===== config.mk =====
export PLATFORM = sky130hd
export DESIGN_NAME = ebc_ram
export DESIGN_NICKNAME = d
export VERILOG_FILES = /design/src/rtl/ebc_ram.sv
export SDC_FILE = /design/constraint.sdc
export NUM_CORES = 2
export LEC_CHECK = 0
export ABC_AREA = 0
export BUFFER_PORTS_ARGS = -buffer_cell sky130_fd_sc_hd__buf_2
export CAP_MARGIN = 10
export CORE_MARGIN = 2
export CORE_UTILIZATION = 45
export CTS_CLUSTER_DIAMETER = 50
export DETAILED_ROUTE_END_ITERATION = 6
export GPL_ROUTABILITY_DRIVEN = 0
export PLACE_DENSITY = 0.66
export SLEW_MARGIN = 5
export SYNTH_ARGS = -nofsm -noshare
export SYNTH_HDL_FRONTEND = slang
export SYNTH_SLANG_ARGS = --single-unit
export TNS_END_PERCENT = 50

===== constraint.sdc =====
create_clock -name aclk -period 4.62 [get_ports aclk]
set_clock_uncertainty 0.05 [all_clocks]
set_input_delay 0 -clock aclk [delete_from_list [all_inputs] [get_ports aclk]]
set_output_delay 0 -clock aclk [all_outputs]
set_load 0.03 [all_outputs]

===== src/rtl/ebc_ram.sv =====
// Generic single-port RAM with registered read data.
module ebc_ram #(
    parameter int WIDTH = 8,
    parameter int DEPTH = 256
) (
    input  logic                     aclk,
    input  logic                     we,
    input  logic [$clog2(DEPTH)-1:0] addr,
    input  logic [WIDTH-1:0]         wdata,
    output logic [WIDTH-1:0]         rdata
);
    logic [WIDTH-1:0] mem [DEPTH];

    always_ff @(posedge aclk) begin
        if (we) begin
            mem[addr] <= wdata;
        end
        rdata <= mem[addr];
    end
endmodule


; Word level (Yosys, flattened, before mapping)
; Memory sizes are Yosys's and may differ from the RTL's. A register that Yosys moved wholly into a read port is not among the register bits.
; Cells that the tools add are included.
[word_totals]
elab_cells = 3
ramBits = 2048
ff_bits = 0
out_inout_bits = 8
mem_count = 1
in_bits = 18
[op_classes]
mux = 2
[memory_table]
columns = name, depth, width, rd, rd_ports_with_merged_regs, write_ports, line_no
row1 = mem, 256, 8, 1, 1, 1, 12  ; logic [WIDTH-1:0] mem [DEPTH];
[ops]
columns = op, n
row1 = 2-to-1 mux 1 bit, 2

; Depth between registers and ports, before layout
[logic_depth]
ltp_word = 2
depth_mapped = 10

; Worst setup path before layout
; OpenSTA, ideal clock, no wires.
[synth_path]
kind = input -> register
from = input addr[1]
to = memory mem[111][0] (enable)
n_path_buf = 5
slack_ns = 2.351
t_arrival_ns = 1.849
stages = 9
path_cell_list = buf_2 -> clkbuf_1 -> clkbuf_1 -> nand2_1 -> buf_2 -> nor2_1 -> nand2_1 -> clkbuf_1 -> nor2_1
[synth_rtl]
columns = element, line_no
row1 = "start, declared", 8  ; input logic [$clog2(DEPTH)-1:0] addr,
row2 = "end, declared", 12
; Straight into the memory's write port.

==> key figures <==
Run status
  • Status: complete, no violations

Clock tree
  • CTS max path bufs: 3
  • H-tree depth: 4
  • Clk_lat worst skew: around 0.84 ns
  • CTS sink cnt: ~2000
  • CTS tree: built
  • Root buffer cell: clkbuf_16
  • Clk slew on worst S/H paths: about 0.06 ns
  • TritonCTS buffer count: slightly above 200

Global route
  • Largest net degree at the start of global routing: ~150
  • Total grt overflow: 0
  • Antenna violations before repair: 6
  • Met1 GRT Util: 0.292
  • Most Used Layer, Global Route: met2
  • Met3 Resource Use GR: 0.0386
  • Total GRT Usage: 0.207
  • Grt met2 use: 0.333
  • Number of global-route vias before repair: 37611
  • Global-route wire length before repair: 268 mm

Floorplanning
  • Boundary Pins: 26
  • Die height: 422 µm
  • Die Footprint: ~180000 µm²
  • Placeable Area: ~170000 µm²
  • Die Wd: 422 µm
  • Initial core utilization: 0.452
  • Num rows: 153

Synth
  • Area share of xor/xnor cells in the synthesized design: 0
  • Adder-cell area share of the yosys netlist: 0
  • #FFs+latches synth: around 2000
  • Cell taking the most area after synthesis: edfxtp_1
  • Post-synth cell types: 22
  • Register area share after synthesis: 0.786
  • Syn Inst Count: approximately 3500
  • Syn nets: between 3000 and 4000
  • Synth Cell Area: roughly 78000 µm²
  • Syn. warnings: 0
  • Simple-gate share of the synthesized area: 0.0173
  • Complex-gate fraction of the synthesized area: 0.0362
  • Top cell type's share of synthesized area: 0.783
  • Most area-consuming cells after synthesis: edfxtp_1 78%, mux4_2 15%, a22oi_1 2.4%
  • Largest family of logic cells by synthesized area: multiplexers
  • Mux cell area share after synthesis: 0.147
  • Syn_area_per_cell: about 22 µm²

Cells and area
  • Layout net count: 3724
  • Register area: 61700 µm²
  • Fill cells: around 13000
  • Area growth syn-to-layout: 12.9%
  • Layout cell share with drive strength beyond 1: 0.256
  • Fin cells: 6203
  • Multi-input gate area: approximately 16000 µm²
  • Layout Utilization: 0.510

Placed design
  • DP Worst Slack: 0.869 ns
  • I/O Buffers: 25
  • Number of cells after detailed placement: between 5000 and 6000
  • Detailed-placement wirelength estimate: about 110 mm

STA
  • Least-Margin Pin Slew: 1.19 ns
  • Max Clock Freq: 0.297 GHz
  • Worst setup margin: 1.25 ns
  • Post-route minimum period: 3.37 ns
  • RSZ-0062 raised after global routing: no
  • # setup viols final: 0
  • Final worst-path cycle share: 0.730
  • Final Hold Viols: 0
  • Slew Limit Fails: 0
  • Worst slew margin: 0.202

Routing
  • DRC viols: 0
  • DR pass1 iterations: 5
  • Post-DRT Antenna Nets: 0
  • Avg WL per Cell: between 20 and 30 µm
  • Vias: 37539
  • Vias/cell: between 6 and 7
  • DRT Wirelength: approximately 180 mm
  • Starting DRT DRC Count: around 4800

Worst hold path
  • Hold Path Class: in2reg
  • Hold Path Stages: 3

Power
  • P_int: between 0.03 and 0.04 W
  • Power, Total: roughly 0.038 W
  • Sw power: roughly 0.0081 W
  • Sequential Power Share: 0.537
  • Cell Pwr Density: 433 nW/µm²
  • Clk pwr share: 0.419
  • Switching portion of total power: 0.210
  • Maximum VDD drop: roughly 0.00042 V
  • Static Leak: around 27 nW
  • Combinational power share: 0.045

Setup path
  • Path depth of the worst reg2reg path: 6
  • Critical Path Sink Type: register
  • Max FO, Critical Path: 33
  • Startpoint types: input pin
  • Crit Path Class: in2reg
  • WP data required: about 5.4 ns
  • Worst EP arrival: 4.10 ns

Flow run
  • Max-Cap Viols: 0
cells in the mapped netlist:
cell,n
a21oi_1,128
a22oi_1,256
and2_1,3
buf_1,19
buf_2,36
buf_4,16
buf_6,16
clkbuf_1,145
dfxtp_1,8
edfxtp_1,2048
inv_1,1
mux4_2,512
nand2_1,28
nand2b_1,6
nand3_1,13
nand4_1,8
nor2_1,232
nor2b_1,7
nor3_1,30
o41ai_1,32
or2_2,2
or3_1,1
registers in the layout (all words and copies together), names as in the netlist:
register  cells
mem        2048
rdata         8
kinds of logic after synthesis:
logic type	Yosys count
compound gates	416
buf+inv	233
flops	2056
mux	512
simple gates	330
cell usage in the layout, fill, tap and decap left out, types with 14 or more instances in the layout:
cell type	synthesis	final
buf_4	16	126
clkinv_1	0	40
bufinv_16	0	16
clkbuf_16	0	206
a21oi_1	128	128
buf_2	36	15
o41ai_1	32	27
clkbuf_1	145	39
nor2_1	232	231
dlygate4sd3_1	0	14
buf_12	0	20
clkinv_2	0	45
mux4_2	512	512
nand2_1	28	27
nor3_1	30	29
a22oi_1	256	256
edfxtp_1	2048	2048
repair_timing:
action                                 4_1_cts  5_1_grt
gates resized for setup                      0        0
endpoints found under the hold margin     1138        0
buffers inserted                             0        0
hold buffers                                14        0
final cells by class:
type,instances,area share
Sequential cell,2056,0.696
Clock inverter,124,0.0127
Inverter,1,0.0000424
Clock buffer,248,0.0603
Multi-Input combinational cell,1258,0.178
Timing Repair Buffer,186,0.0194
Antenna cell,5,0.000141
Tap cell,2325,0.0328
path summary, 6_finish.rpt:
check	start	endpoint	slack (ns)
setup / recovery	addr[2]	rdata[0]$_DFF_P_	1.25
hold / removal	addr[3]	mem[197][4]$_DFFE_PP_	0.10
setup reg to reg	mem[139][0]$_DFFE_PP_	rdata[0]$_DFF_P_	1.67
hold reg to reg	mem[32][3]$_DFFE_PP_	rdata[3]$_DFF_P_	0.95
per-layer routing:
metal	up-vias	wire [µm]
met4	2	4870
met3	299	14700
met5	-	13
li1	15406	-
met1	20106	74800
met2	1726	90300
per-stage QoR:
stage / hold WS, ns / cell area [µm²] / TNS [ns]
detailed placement: 0.429 / 81900 / 0
floorplan: 0.0489 / 78500 / 0
global route: 0.0603 / 88600 / 0
finish: 0.104 / 88600 / 0
CTS: 0.0330 / 88600 / 0
global placement: 0.424 / 81900 / -0.0116
power groups by stage:
stage / Clock (W) / Sequential, W / Combinational [W]
floorplan: 0 / 0.0210 / 0.000914
global placement: 0 / 0.0210 / 0.00168
detailed placement: 0 / 0.0210 / 0.00171
CTS: 0.0163 / 0.0206 / 0.00173
global route: 0.0170 / 0.0206 / 0.00181
finish: 0.0161 / 0.0206 / 0.00171
critical path, stage by stage:
cell and delay, ns:
dlygate4sd3_1 0.53, buf_2 0.21, nor2_4 0.73, buf_4 0.53, buf_4 0.51, a22oi_1 0.16
a21oi_1 0.41, o41ai_1 0.12, buf_4 0.18, nand4_1 0.08, dlygate4sd3_1 0.54
No activity file was read; power rests on OpenSTA's default activity.
